==> src/bst_pkg.sv <==
`default_nettype none
package bst_pkg;

  localparam int MaxWidth  = 1024;
  localparam int MaxHeight = 1024;
  localparam int MinSide   = 3;
  localparam int CfgW      = 11;
  localparam int ColW      = $clog2(MaxWidth);
  localparam int HgtW      = $clog2(MaxHeight);
  // rows run past the frame by up to three while the pipeline drains
  localparam int RowW      = $clog2(MaxHeight + 3);
  localparam int CfgIdxW   = 1;

  localparam logic [CfgIdxW-1:0] RegFrameWidth  = CfgIdxW'(0);
  localparam logic [CfgIdxW-1:0] RegFrameHeight = CfgIdxW'(1);

  // one column of the window: [2] top, [1] middle, [0] bottom
  typedef logic [2:0] col3_t;

  typedef struct packed {
    col3_t west;
    col3_t mid;
    col3_t east;
  } win_t;

  // window center sits on a frame border: neighbors beyond it read as 0
  typedef struct packed {
    logic n;
    logic s;
    logic w;
    logic e;
  } bord_t;

  // control for one accepted item
  typedef struct packed {
    logic            go;
    logic            pix;
    logic [ColW-1:0] kcol;
    logic            m_on;
    logic            m_in;
    logic [ColW-1:0] mcol;
    bord_t           mb;
    logic            o_on;
    bord_t           ob;
    logic            last;
  } item_t;

  typedef struct packed {
    logic            go;
    logic            pix;
    logic [ColW-1:0] mcol;
    logic            o_on;
    bord_t           ob;
    logic            last;
  } mid_t;

  // one thinning subpass on the center pixel
  function automatic logic thin_keep(win_t w, bord_t b, logic second);
    logic [7:0] ring;
    logic [7:0] nxt;
    logic [3:0] sum;
    logic [3:0] tcnt;
    logic       p2, p4, p6, p8;
    logic       prod_ok;
    logic       del;
    p2 = w.mid[2] & ~b.n;
    p4 = w.east[1] & ~b.e;
    p6 = w.mid[0] & ~b.s;
    p8 = w.west[1] & ~b.w;
    // ring[0] is P2 (north), then clockwise up to ring[7] = P9 (northwest)
    ring = {w.west[2] & ~b.n & ~b.w,
            p8,
            w.west[0] & ~b.s & ~b.w,
            p6,
            w.east[0] & ~b.s & ~b.e,
            p4,
            w.east[2] & ~b.n & ~b.e,
            p2};
    nxt  = {ring[0], ring[7:1]};
    sum  = 4'($countones(ring));
    tcnt = 4'($countones(~ring & nxt));
    if (second) begin
      prod_ok = !(p2 && p4 && p8) && !(p2 && p6 && p8);
    end else begin
      prod_ok = !(p2 && p4 && p6) && !(p4 && p6 && p8);
    end
    del = (sum >= 4'd2) && (sum <= 4'd6) && (tcnt == 4'd1) && prod_ok;
    return w.mid[1] & ~del;
  endfunction

endpackage
`default_nettype wire

==> src/bst_window.sv <==
`default_nettype none
module bst_window
  import bst_pkg::*;
(
  input  wire logic            clk_i,
  input  wire logic            rst_ni,
  input  wire logic            rd_en_i,
  input  wire logic [ColW-1:0] rd_col_i,
  input  wire logic            shift_i,
  input  wire logic [ColW-1:0] wr_col_i,
  input  wire logic            pix_i,
  output win_t                 win_o
);

  // per column: [1] two rows up, [0] one row up
  logic [1:0] line_mem [MaxWidth];
  logic [1:0] rd_q;
  col3_t      west_q, mid_q;
  col3_t      east;

  assign east  = {rd_q[1], rd_q[0], pix_i};
  assign win_o = '{west: west_q, mid: mid_q, east: east};

  always_ff @(posedge clk_i) begin
    if (shift_i) begin
      line_mem[wr_col_i] <= {rd_q[0], pix_i};
    end
    if (rd_en_i) begin
      rd_q <= line_mem[rd_col_i];
    end
  end

  always_ff @(posedge clk_i or negedge rst_ni) begin
    if (!rst_ni) begin
      west_q <= '0;
      mid_q  <= '0;
    end else if (shift_i) begin
      west_q <= mid_q;
      mid_q  <= east;
    end
  end

endmodule
`default_nettype wire

==> config.mk <==
export PLATFORM = sky130hd
export DESIGN_NAME = bst_window
export DESIGN_NICKNAME = d
export VERILOG_FILES = /design/src/bst_pkg.sv /design/src/bst_window.sv
export SDC_FILE = /design/constraint.sdc
export NUM_CORES = 2
export LEC_CHECK = 0
export BUFFER_PORTS_ARGS = -buffer_cell sky130_fd_sc_hd__buf_2
export CELL_PAD_IN_SITES_DETAIL_PLACEMENT = 1
export CELL_PAD_IN_SITES_GLOBAL_PLACEMENT = 1
export CORE_ASPECT_RATIO = 1.75
export CORE_MARGIN = 2
export CORE_UTILIZATION = 45
export DETAILED_ROUTE_END_ITERATION = 12
export GPL_ROUTABILITY_DRIVEN = 0
export PLACE_DENSITY_LB_ADDON = 0.1
export SLEW_MARGIN = 30
export SYNTH_ARGS = -nofsm -noshare
export SYNTH_HDL_FRONTEND = slang
export SYNTH_SLANG_ARGS = --single-unit
==> constraint.sdc <==
create_clock -name clk_i -period 15 [get_ports clk_i]
set_input_delay 3 -clock clk_i [delete_from_list [all_inputs] [get_ports clk_i]]
set_output_delay 3 -clock clk_i [all_outputs]
set_load 0.005 [all_outputs]
==> results.cfg <==
[outcome]
outcome = complete, but fails checks
failed_checks = DRC

[synthesis]
synth-simple-area-share_pct = 6.32
synth.avg_cell_area_um2 = 17.3
synth.yosys.seq_area_share_pct = 73.6
synth_cell_type_count = 56
syn_nets = 4872
async_flop_share_pct = 0.292
synth_area_mm2 = 0.0838
synthCells = 4847
synth-edff-count = 2050
synth-compound-area-share_pct = 3.36
ys_ff_latch = 2056
yosysWarnings = 0
synth-xor-area-share_pct = 0
synth_adder_area_share_pct = 0
synth_top_family_by_area = multiplexers
synth-main-ff-cell = edfxtp_1
yosys-mux-area-fraction_pct = 14.3

[timing]
rsz0062_at_grt = false
period_needed_ns = 7.32
clock.fmax_mhz = 137
setup_viol = 0
worstMarginPinSlew_ns = 1.04
post-route-period-util_pct = 48.8
finalHoldViolCount = 0
slew_viol_final = 0
slew_headroom_pct = 30.0
skew_ns = 0.0281

[pwr]
powerDensity_mw_per_mm2 = 128
p_comb_share_pct = 5.8
pwr-share-seq_pct = 53.9
p_clk_share_pct = 40.3
ir_drop_mv = 0.0995
p_sw_w = 0.00261
switching_share_pct = 22.0
p_int_w = 0.00925
power.leakage_nw = 28.0

[layout]
fillers = 16907
mostFrequentLayoutCell = edfxtp_1
fin_nets = 4845
fin_util_pct = 50.2
final_cell_mix = 2,050 x edfxtp_1, 1,051 x nor2_1, 422 x mux4_2
syn2layout_area_growth_pct = 10.8
final_cells = 7391
drive_gt1_share_pct = 18.9

[die]
fp.dieH_um = 575
die_w_um = 330
die_area_mm2 = 0.190
core_area_mm2 = 0.185
rows = 209
io_pins = 34
start_util_pct = 45.3

[routing]
first_pass_iters = 10
wl_per_cell_um = 35.5
drtAntennaViolNets = 0
vias = 45625
remaining_drc_errors = 9
totalWireLength_um = 262000
drtIter0Drc = 4188
routed_via_density = 6.17

[place]
dp.cells = 7052
port_buffers = 33
hpwl_um = 153000

[setup_path]
cp-start-kind = input pin
crit_path_frequent_cell = buf_4
reg2regPathDepth = 4
crit_slowest_cell = nor4b_1
rrSetupSlack_ns = 11.10
regToRegEndpoint = line_mem[179][1]$_DFFE_PP_
crit_arrival_ns = 8.01
critPathMaxFanout = 54
worstPathRequired_ns = 15.70
r2r_start = rd_q[0]$_DFFE_PP_
crit_chain = buf_4, buf_4, buf_4, nand2_4, buf_4, o221ai_1, nor3_1, nor4_1, nand3_1, nor4b_1, a21oi_1, nand4_1
critical_path.max_stage_delay_ns = 1.00
critPathCaptureType = register
crit_type = in -> reg

[grt]
grtUsageTotal_pct = 27.9
overflow = 0
grt_start_max_net_pins = 235
grt_first_pass_wirelength_um = 370000
grt_pass1_vias = 49421
antenna_found_initial = 11

[clocking]
cts_tree = done
hold_buffers = 0
cts_root_buf = clkbuf_16
cts.sinks = 2056
htree_levels = 4
cts_setup_buffers = 0
cts.repair.resized = 0
cts_buffer_depth = 4
cts_buffers = 191
clkTransAtPathRegs_ns = 0.07
clock_latency_ns = 0.84

[min_path]
holdPathStages = 1
min_from = west_q[2]$_DFFE_PN0P_
hold_path.class = reg -> reg
hold_end = west_q[2]$_DFFE_PN0P_

[run]
drv_cap = 0
## worst max-delay path: cells and delay by family
kind,cells,cell delay (ns)
buffers and inverters,4,1.83
and+or+nand+nor,6,2.60
AOI/OAI and AO/OA,2,0.45
## area by class of cell
| class | count | area [um2] | area share [%] |
|---|---|---|---|
| repair buffers | 183 | 1550 | 1.67 |
| inverters | 7 | 30.0 | 0.0323 |
| flip-flops and latches | 2056 | 61700 | 66.4 |
| well taps | 2426 | 3040 | 3.27 |
| clock inverters | 88 | 796 | 0.857 |
| clock buffers | 245 | 5140 | 5.53 |
| diodes | 5 | 12.5 | 0.0135 |
| multi-input cells | 2381 | 20600 | 22.2 |
## cells by family after synthesis
logic type      after synthesis
compound gates              405
buf+inv                     410
flops                      2056
mux                         663
simple gates               1313
## state kept, by name, summed over array words and instances, names as in the netlist
signal / flops
line_mem: 2048
mid_q: 3
west_q: 3
rd_q: 2
## power groups by stage
stage	clock network (W)	logic [W]	registers (W)
global route	0.00505	0.000722	0.00639
detailed placement	0	0.000690	0.00652
floorplan	0	0.000326	0.00667
CTS	0.00485	0.000692	0.00639
finish	0.00479	0.000685	0.00639
global placement	0	0.000681	0.00652
## Yosys cell counts (all sizes together), types with 2 or more instances
cell type / number / area share [%]
nor2b: 14 / 0.10
a21o: 3 / 0.027
nor4: 8 / 0.067
nand2: 88 / 0.39
nand4b: 2 / 0.021
dfrtp: 6 / 0.18
or2: 2 / 0.015
o22ai: 42 / 0.31
o211ai: 11 / 0.099
o311ai: 5 / 0.052
mux2i: 223 / 2.7
nor3: 50 / 0.30
o21ai: 56 / 0.33
a22o: 13 / 0.14
mux4: 427 / 11
nand4: 8 / 0.060
a221oi: 20 / 0.21
a211oi: 12 / 0.11
a31oi: 4 / 0.030
a2111oi: 4 / 0.042
mux2: 13 / 0.17
and3b: 3 / 0.031
edfxtp: 2050 / 73
o221ai: 83 / 0.87
nor4b: 4 / 0.042
and2: 8 / 0.060
or3b: 2 / 0.021
nand3: 42 / 0.25
nand3b: 2 / 0.018
a21oi: 79 / 0.47
and3: 6 / 0.045
buf: 164 / 1.3
nor3b: 11 / 0.099
nor2: 1055 / 4.7
inv: 7 / 0.031
a22oi: 64 / 0.57
nand2b: 4 / 0.030
clkbuf: 239 / 1.1
o31ai: 2 / 0.018
## worst max path at each step
stage                           start                 to  slack (ns)
floorplan           rd_q[0]$_DFFE_PP_           win_o[1]       -0.06
global placement          rd_col_i[2]  rd_q[1]$_DFFE_PP_        6.71
detailed placement        rd_col_i[2]  rd_q[1]$_DFFE_PP_        6.81
CTS                       rd_col_i[1]  rd_q[1]$_DFFE_PP_        7.69
global route              rd_col_i[0]  rd_q[0]$_DFFE_PP_        7.53
finish                    rd_col_i[2]  rd_q[1]$_DFFE_PP_        7.68
## per-layer routing
metal  part of all wire [%]  track usage (%)  vias to the layer above  wire (um)
li1                       -                -                    18967          -
met4                    4.2             10.6                        2      11100
met5                 0.0053                0                        -         14
met2                     54             50.6                     1331     142000
met3                    4.8             3.09                      451      12600
met1                     37             33.8                    24874      96700
## through the flow
step | total power (W) | setup TNS [ns] | setup slack, ns | area [um2] | hold WS, ns
after detailed placement | 0.00721 | 0 | 6.81 | 86900 | 0.495
final | 0.0119 | 0 | 7.68 | 92900 | 0.505
after global placement | 0.00720 | 0 | 6.71 | 86700 | 0.486
after CTS | 0.0119 | 0 | 7.69 | 92800 | 0.511
after floorplan | 0.00699 | -0.0585 | -0.0585 | 83800 | 0.505
after global routing | 0.0122 | 0 | 7.53 | 92900 | 0.541
Power figures use the tool's default switching activity.
