<file path="src/bst_pkg.sv">
`default_nettype none
package bst_pkg;

  localparam int MaxWidth  = 1024;
  localparam int MaxHeight = 1024;
  localparam int MinSide   = 3;
  localparam int CfgW      = 11;
  localparam int ColW      = $clog2(MaxWidth);
  localparam int HgtW      = $clog2(MaxHeight);
  // rows run past the frame by up to three while the pipeline drains
  localparam int RowW      = $clog2(MaxHeight + 3);
  localparam int CfgIdxW   = 1;

  localparam logic [CfgIdxW-1:0] RegFrameWidth  = CfgIdxW'(0);
  localparam logic [CfgIdxW-1:0] RegFrameHeight = CfgIdxW'(1);

  // one column of the window: [2] top, [1] middle, [0] bottom
  typedef logic [2:0] col3_t;

  typedef struct packed {
    col3_t west;
    col3_t mid;
    col3_t east;
  } win_t;

  // window center sits on a frame border: neighbors beyond it read as 0
  typedef struct packed {
    logic n;
    logic s;
    logic w;
    logic e;
  } bord_t;

  // control for one accepted item
  typedef struct packed {
    logic            go;
    logic            pix;
    logic [ColW-1:0] kcol;
    logic            m_on;
    logic            m_in;
    logic [ColW-1:0] mcol;
    bord_t           mb;
    logic            o_on;
    bord_t           ob;
    logic            last;
  } item_t;

  typedef struct packed {
    logic            go;
    logic            pix;
    logic [ColW-1:0] mcol;
    logic            o_on;
    bord_t           ob;
    logic            last;
  } mid_t;

  // one thinning subpass on the center pixel
  function automatic logic thin_keep(win_t w, bord_t b, logic second);
    logic [7:0] ring;
    logic [7:0] nxt;
    logic [3:0] sum;
    logic [3:0] tcnt;
    logic       p2, p4, p6, p8;
    logic       prod_ok;
    logic       del;
    p2 = w.mid[2] & ~b.n;
    p4 = w.east[1] & ~b.e;
    p6 = w.mid[0] & ~b.s;
    p8 = w.west[1] & ~b.w;
    // ring[0] is P2 (north), then clockwise up to ring[7] = P9 (northwest)
    ring = {w.west[2] & ~b.n & ~b.w,
            p8,
            w.west[0] & ~b.s & ~b.w,
            p6,
            w.east[0] & ~b.s & ~b.e,
            p4,
            w.east[2] & ~b.n & ~b.e,
            p2};
    nxt  = {ring[0], ring[7:1]};
    sum  = 4'($countones(ring));
    tcnt = 4'($countones(~ring & nxt));
    if (second) begin
      prod_ok = !(p2 && p4 && p8) && !(p2 && p6 && p8);
    end else begin
      prod_ok = !(p2 && p4 && p6) && !(p4 && p6 && p8);
    end
    del = (sum >= 4'd2) && (sum <= 4'd6) && (tcnt == 4'd1) && prod_ok;
    return w.mid[1] & ~del;
  endfunction

endpackage
`default_nettype wire

</file>
<file path="src/bst_ctrl.sv">
`default_nettype none
module bst_ctrl
  import bst_pkg::*;
(
  input  wire logic               clk_i,
  input  wire logic               rst_ni,
  input  wire logic               cfg_we_i,
  input  wire logic [CfgIdxW-1:0] cfg_idx_i,
  input  wire logic [CfgW-1:0]    cfg_data_i,
  input  wire logic               fire_i,
  input  wire logic               pix_i,
  input  wire logic               flush_i,
  output item_t                   item_o
);

  logic [CfgW-1:0] frame_w_q, frame_h_q;
  logic            busy_q;
  logic [ColW-1:0] wm1_q, wm1_d;
  logic [HgtW-1:0] hm1_q, hm1_d;
  logic [ColW-1:0] k_col_q, k_col_d, m_col_q, m_col_d, o_col_q, o_col_d;
  logic [RowW-1:0] k_row_q, k_row_d, m_row_q, m_row_d, o_row_q, o_row_d;
  logic            m_on_q, m_on_d, o_on_q, o_on_d;
  logic [RowW-1:0] hm1_row;
  logic            k_in;

  // side length held within MinSide..max, then minus one
  function automatic logic [ColW-1:0] side_m1(logic [CfgW-1:0] v, int unsigned hi);
    logic [CfgW-1:0] c;
    if (v < CfgW'(MinSide)) begin
      c = CfgW'(MinSide);
    end else if (v > CfgW'(hi)) begin
      c = CfgW'(hi);
    end else begin
      c = v;
    end
    return ColW'(c - CfgW'(1));
  endfunction

  always_ff @(posedge clk_i or negedge rst_ni) begin
    if (!rst_ni) begin
      frame_w_q <= CfgW'(640);
      frame_h_q <= CfgW'(480);
    end else if (cfg_we_i) begin
      unique case (cfg_idx_i)
        RegFrameWidth:  frame_w_q <= cfg_data_i;
        RegFrameHeight: frame_h_q <= cfg_data_i;
        default: ;
      endcase
    end
  end

  // geometry is latched at the first item of a frame
  assign wm1_d   = busy_q ? wm1_q : side_m1(frame_w_q, MaxWidth);
  assign hm1_d   = busy_q ? hm1_q : HgtW'(side_m1(frame_h_q, MaxHeight));
  assign hm1_row = RowW'(hm1_d);

  assign k_in = (k_row_q <= hm1_row);

  always_comb begin
    item_o.go   = !(flush_i && k_in);
    item_o.pix  = pix_i & k_in;
    item_o.kcol = k_col_q;
    item_o.m_on = m_on_q;
    item_o.m_in = (m_row_q <= hm1_row);
    item_o.mcol = m_col_q;
    item_o.mb.n = (m_row_q == '0);
    item_o.mb.s = (m_row_q == hm1_row);
    item_o.mb.w = (m_col_q == '0);
    item_o.mb.e = (m_col_q == wm1_d);
    item_o.o_on = o_on_q;
    item_o.ob.n = (o_row_q == '0);
    item_o.ob.s = (o_row_q == hm1_row);
    item_o.ob.w = (o_col_q == '0);
    item_o.ob.e = (o_col_q == wm1_d);
    item_o.last = o_on_q && (o_row_q == hm1_row) && (o_col_q == wm1_d);
  end

  always_comb begin
    k_col_d = k_col_q;
    k_row_d = k_row_q;
    m_col_d = m_col_q;
    m_row_d = m_row_q;
    o_col_d = o_col_q;
    o_row_d = o_row_q;
    m_on_d  = m_on_q;
    o_on_d  = o_on_q;
    if (k_col_q == wm1_d) begin
      k_col_d = '0;
      k_row_d = k_row_q + RowW'(1);
    end else begin
      k_col_d = k_col_q + ColW'(1);
    end
    if (m_on_q) begin
      if (m_col_q == wm1_d) begin
        m_col_d = '0;
        m_row_d = m_row_q + RowW'(1);
      end else begin
        m_col_d = m_col_q + ColW'(1);
      end
    end else if (k_row_q == RowW'(1) && k_col_q == '0) begin
      m_on_d = 1'b1;
    end
    if (o_on_q) begin
      if (o_col_q == wm1_d) begin
        o_col_d = '0;
        o_row_d = o_row_q + RowW'(1);
      end else begin
        o_col_d = o_col_q + ColW'(1);
      end
    end else if (m_on_q && m_row_q == RowW'(1) && m_col_q == '0) begin
      o_on_d = 1'b1;
    end
  end

  always_ff @(posedge clk_i or negedge rst_ni) begin
    if (!rst_ni) begin
      busy_q  <= 1'b0;
      wm1_q   <= '0;
      hm1_q   <= '0;
      k_col_q <= '0;
      k_row_q <= '0;
      m_col_q <= '0;
      m_row_q <= '0;
      o_col_q <= '0;
      o_row_q <= '0;
      m_on_q  <= 1'b0;
      o_on_q  <= 1'b0;
    end else if (fire_i && item_o.go) begin
      if (item_o.last) begin
        busy_q  <= 1'b0;
        k_col_q <= '0;
        k_row_q <= '0;
        m_col_q <= '0;
        m_row_q <= '0;
        o_col_q <= '0;
        o_row_q <= '0;
        m_on_q  <= 1'b0;
        o_on_q  <= 1'b0;
      end else begin
        busy_q  <= 1'b1;
        wm1_q   <= wm1_d;
        hm1_q   <= hm1_d;
        k_col_q <= k_col_d;
        k_row_q <= k_row_d;
        m_col_q <= m_col_d;
        m_row_q <= m_row_d;
        o_col_q <= o_col_d;
        o_row_q <= o_row_d;
        m_on_q  <= m_on_d;
        o_on_q  <= o_on_d;
      end
    end
  end

endmodule
`default_nettype wire

</file>
<file path="config.mk">
export PLATFORM = sky130hd
export DESIGN_NAME = bst_ctrl
export DESIGN_NICKNAME = d
export VERILOG_FILES = /design/src/bst_pkg.sv /design/src/bst_ctrl.sv
export SDC_FILE = /design/constraint.sdc
export NUM_CORES = 1
export LEC_CHECK = 0
export BUFFER_PORTS_ARGS = -buffer_cell sky130_fd_sc_hd__buf_2
export CELL_PAD_IN_SITES_DETAIL_PLACEMENT = 1
export CELL_PAD_IN_SITES_GLOBAL_PLACEMENT = 1
export CORE_ASPECT_RATIO = 2
export CORE_MARGIN = 2
export CORE_UTILIZATION = 40
export DETAILED_ROUTE_END_ITERATION = 10
export MAX_ROUTING_LAYER = met4
export PLACE_DENSITY_LB_ADDON = 0.1
export SLEW_MARGIN = 15
export SYNTH_ARGS = -nofsm -noshare
export SYNTH_HDL_FRONTEND = slang
export SYNTH_SLANG_ARGS = --single-unit
</file>
<file path="constraint.sdc">
create_clock -name clk_i -period 11.3 [get_ports clk_i]
set_clock_uncertainty 0.15 [all_clocks]
set_input_delay 1.695 -clock clk_i [delete_from_list [all_inputs] [get_ports clk_i]]
set_output_delay 1.695 -clock clk_i [all_outputs]
set_load 0.1 [all_outputs]
</file>
==> flow_summary.yaml <==
pwr:
  pwr-share-comb_pct: 47.3
  switching_power_mw: 0.9383
  powerDensity_nw_per_um2: 210.6
  p_total_mw: 1.874
  switching_share_pct: 50.06
  internal_power_mw: 0.9359
  p_seq_share_pct: 33.5
  p_clk_share_pct: 19.2
  peakVddDrop_mv: 0.1640
  leakage_nw: 3.648
timing:
  finalSetupTns_ns: 0
  setup_viol: 0
  hold_violations: 0
  timing.final.crit_period_ns: 7.464
  final_max_slew_viol_count: 0
  relSlewSlack_pct: 24.85
  fmax_mhz: 134.0
  finalCritPeriodShare_pct: 66.05
  rsz0062_at_grt: "false"
  worst_slew_pin_slew_ns: 1.117
yosys:
  synthTopCellsByArea: "dfrtp_1 (31%), o21ai_0 (4.6%), ha_1 (4.1%)"
  ys_warn_count: 0
  synth_nets: 1007
  synth.distinct_cells: 87
  synth_seq_cells: 108
  yosysSeqAreaShare_pct: 32.97
  async_reset_ff_share_pct: 100.0
  synth_top_cell_by_area: "dfrtp_1"
  synth_top_area_share_pct: 31.05
  avgSynthCellArea_um2: 8.545
  synth-edff-count: 0
  synth_area_um2: 8220
  netlist_instances: 962
  dominantRegCellSynth: "dfrtp_1"
clock_network:
  post_cts_resized: 0
  clock_latency_ns: 0.38
  cts_buffers: 9
  cts.sinks: 108
  cts_tree: "built"
  htree_num_levels: 3
  cts-root-buf: "clkbuf_16"
  cts_setup_buffers: 0
  clkTransAtPathRegs_ns: 0.07
  clk_path_buf_depth: 2
  cts_hold_buf: 0
flow_run:
  cap_violations: 0
die:
  dieWidth_um: 105.4
  io_pins: 52
  start_util_pct: 40.54
  die_h_um: 206.7
  die_area_um2: 21780
  num_rows: 74
  core_um2: 20280
final_layout:
  n_fill_cell: 2418
  insertedDiodeCount: 0
  fin_cells: 1235
  fin_util_pct: 43.89
  syn_to_final_growth_pct: 8.250
  drive_gt1_share_pct: 13.73
  nNetsFinal: 1009
  fin_area_um2: 8899
drt:
  ant_nets: 0
  route.detailed.drc: 0
  drt_iter0_drc: 301
  wl_per_cell_um: 24.63
  dr.pass1.iters: 4
  num_vias: 7751
  wl_mm: 30.42
  vias_per_cell: 6.276
global_routing:
  grt_pass1_vias: 8186
  antenna_found_initial: 0
  grt_max_degree: 66
  grt_pass1_wl_mm: 47.95
  grt_usage_pct: 29.90
  grt_overflow: 0
critical_path:
  cp.arrival_ns: 5.62
  cp.required_ns: 9.46
  crit_fanout: 10
  max_stage_delay_ns: 0.79
  cp_common_cell: "nand2_1"
  worstPathCellList: "nor4_1 -> nand2_1 -> a21o_1 -> ha_1 -> nor2b_1 -> a221oi_2 -> xnor2_1 -> or4b_1 -> nor4_4 -> nand2_1 -> clkinv_1 -> buf_2"
  critPathBufInv: 2
  worstSetupPathType: "flip-flop to output pin"
  cp_slowest_cell: "nor4_1"
  crit_family: "simple AND/OR/NAND/NOR gates"
  end_kind: "output pin"
  crit_path_start_kind: "flip-flop"
place:
  dp.cells: 1219
  gp_congestion: 1.016
  dpl_cell_area_um2: 8576
  dp_hpwl_mm: 23.31
  io_buffers: 51
worst_hold_path:
  min_path_type: "flip-flop to flip-flop"
run_status:
  status: "finished, final reports clean"
[routing by layer]
metal | wire length [um] | vias up | track usage, %
met3 | 852 | 99 | 3.799
met1 | 10950 | 3892 | 29.92
met4 | 2186 | 0 | 19.52
met2 | 16420 | 167 | 54.06
li1 | - | 3593 | -
met5 | 0 | - | -
[cell families after synthesis]
kind of cell | count (synthesis) | share of synthesized area (%)
mux | 35 | 4.871
buf+inv | 118 | 6.012
simple gates | 348 | 23.85
xor+xnor | 41 | 4.368
fa+ha+maj | 27 | 4.110
compound gates | 285 | 23.82
flops | 108 | 32.97
[placed cells by master (no fill, tap or decap), types with 5 or more instances in the layout]
cell and instances:
clkbuf_16 9, nand3_1 40, a211oi_1 9, o21bai_1 7, xnor2_1 27, and3_1 18
o211ai_1 8, dfstp_2 6, xor2_1 14, or3_1 10, ha_1 27, o21ai_0 75
buf_4 9, or2_2 5, o31a_1 6, a21oi_1 46, nor2_1 50, dfrtp_1 102
o31ai_1 26, nor4_1 18, inv_1 49, nand4_1 20, buf_2 50, nor4b_1 11
a22o_1 9, a31oi_1 10, nand2_1 62, o22ai_1 9, a21o_1 13, nor2b_1 16
nor3_1 30, or4_1 20, o21a_1 7, nand2b_1 18, mux2_2 26
[final timing paths]
kind                            cells past startpoint                        to  slack [ns]                startpoint
max in group asynchronous                           2    m_col_q[2]$_DFFE_PN0P_        8.48                    rst_ni
worst min-delay path                                2      hm1_q[2]$_DFFE_PN0P_        0.35      hm1_q[2]$_DFFE_PN0P_
worst max register to register                     18      wm1_q[5]$_DFFE_PN0P_        4.84  frame_h_q[2]$_DFFE_PN0P_
min in group asynchronous                           1  frame_h_q[9]$_DFFE_PN0P_        1.16                    rst_ni
worst max-delay path                               12                 item_o[0]        3.84  frame_w_q[6]$_DFFE_PN0P_
worst min register to register                      2      hm1_q[2]$_DFFE_PN0P_        0.35      hm1_q[2]$_DFFE_PN0P_
[power groups by stage]
stage          Combinational, mW  Sequential [mW]  Clock (mW)
4_1_cts                    0.888            0.628       0.368
5_1_grt                    0.959            0.644       0.380
3_5_place_dp               0.885            0.634           0
6_report                   0.886            0.628       0.359
3_3_place_gp               0.879            0.632           0
2_1_floorplan              0.510            0.754           0
[layout make-up]
type                            count  area (um2)  area share (%)
Clock buffer                       13       280.3           3.150
Timing Repair Buffer               59       317.8           3.571
Sequential cell                   108        2710           30.46
Multi-Input combinational cell    736        5027           56.50
Tap cell                          266       332.8           3.740
Inverter                           50       187.7           2.109
Clock inverter                      3       42.54          0.4781
[through the flow]
stage                     hold WS, ns  setup WS (ns)
after global routing           0.3841          3.432
after detailed placement       0.3286          4.302
after floorplan                0.2946          3.476
after CTS                      0.3480          3.838
final                          0.3482          3.836
after global placement         0.3126          4.573
[cells in the mapped netlist (18+ instances only)]
cell type  number
dfrtp_1       102
o21ai_0        75
nand2_1        62
nor2_1         50
inv_1          49
a21oi_1        46
clkbuf_1       42
nand3_1        40
nor3_1         30
ha_1           27
xnor2_1        27
mux2_2         26
o31ai_1        26
nand4_1        20
or4_1          20
and3_1         18
nand2b_1       18
nor4_1         18
[registers in the layout, indices dropped and copies added (netlist names)]
register,count
k_row_q,11
wm1_q,10
frame_h_q,11
m_row_q,11
o_row_q,11
frame_w_q,11
m_col_q,10
o_on_q,1
o_col_q,10
k_col_q,10
hm1_q,10
m_on_q,1
busy_q,1
[worst reg2reg max path: cells and delay by family, from the launching register on]
kind	cells	cell delay [ns]
adder cells (fa/ha/maj)	2	0.75
buffers and inverters	2	0.88
flip-flops	1	0.52
AND/OR/NAND/NOR	4	1.11
multiplexers	1	0.37
AO/OA/AOI/OAI	9	2.56
No activity file was read; power rests on OpenSTA's default activity.
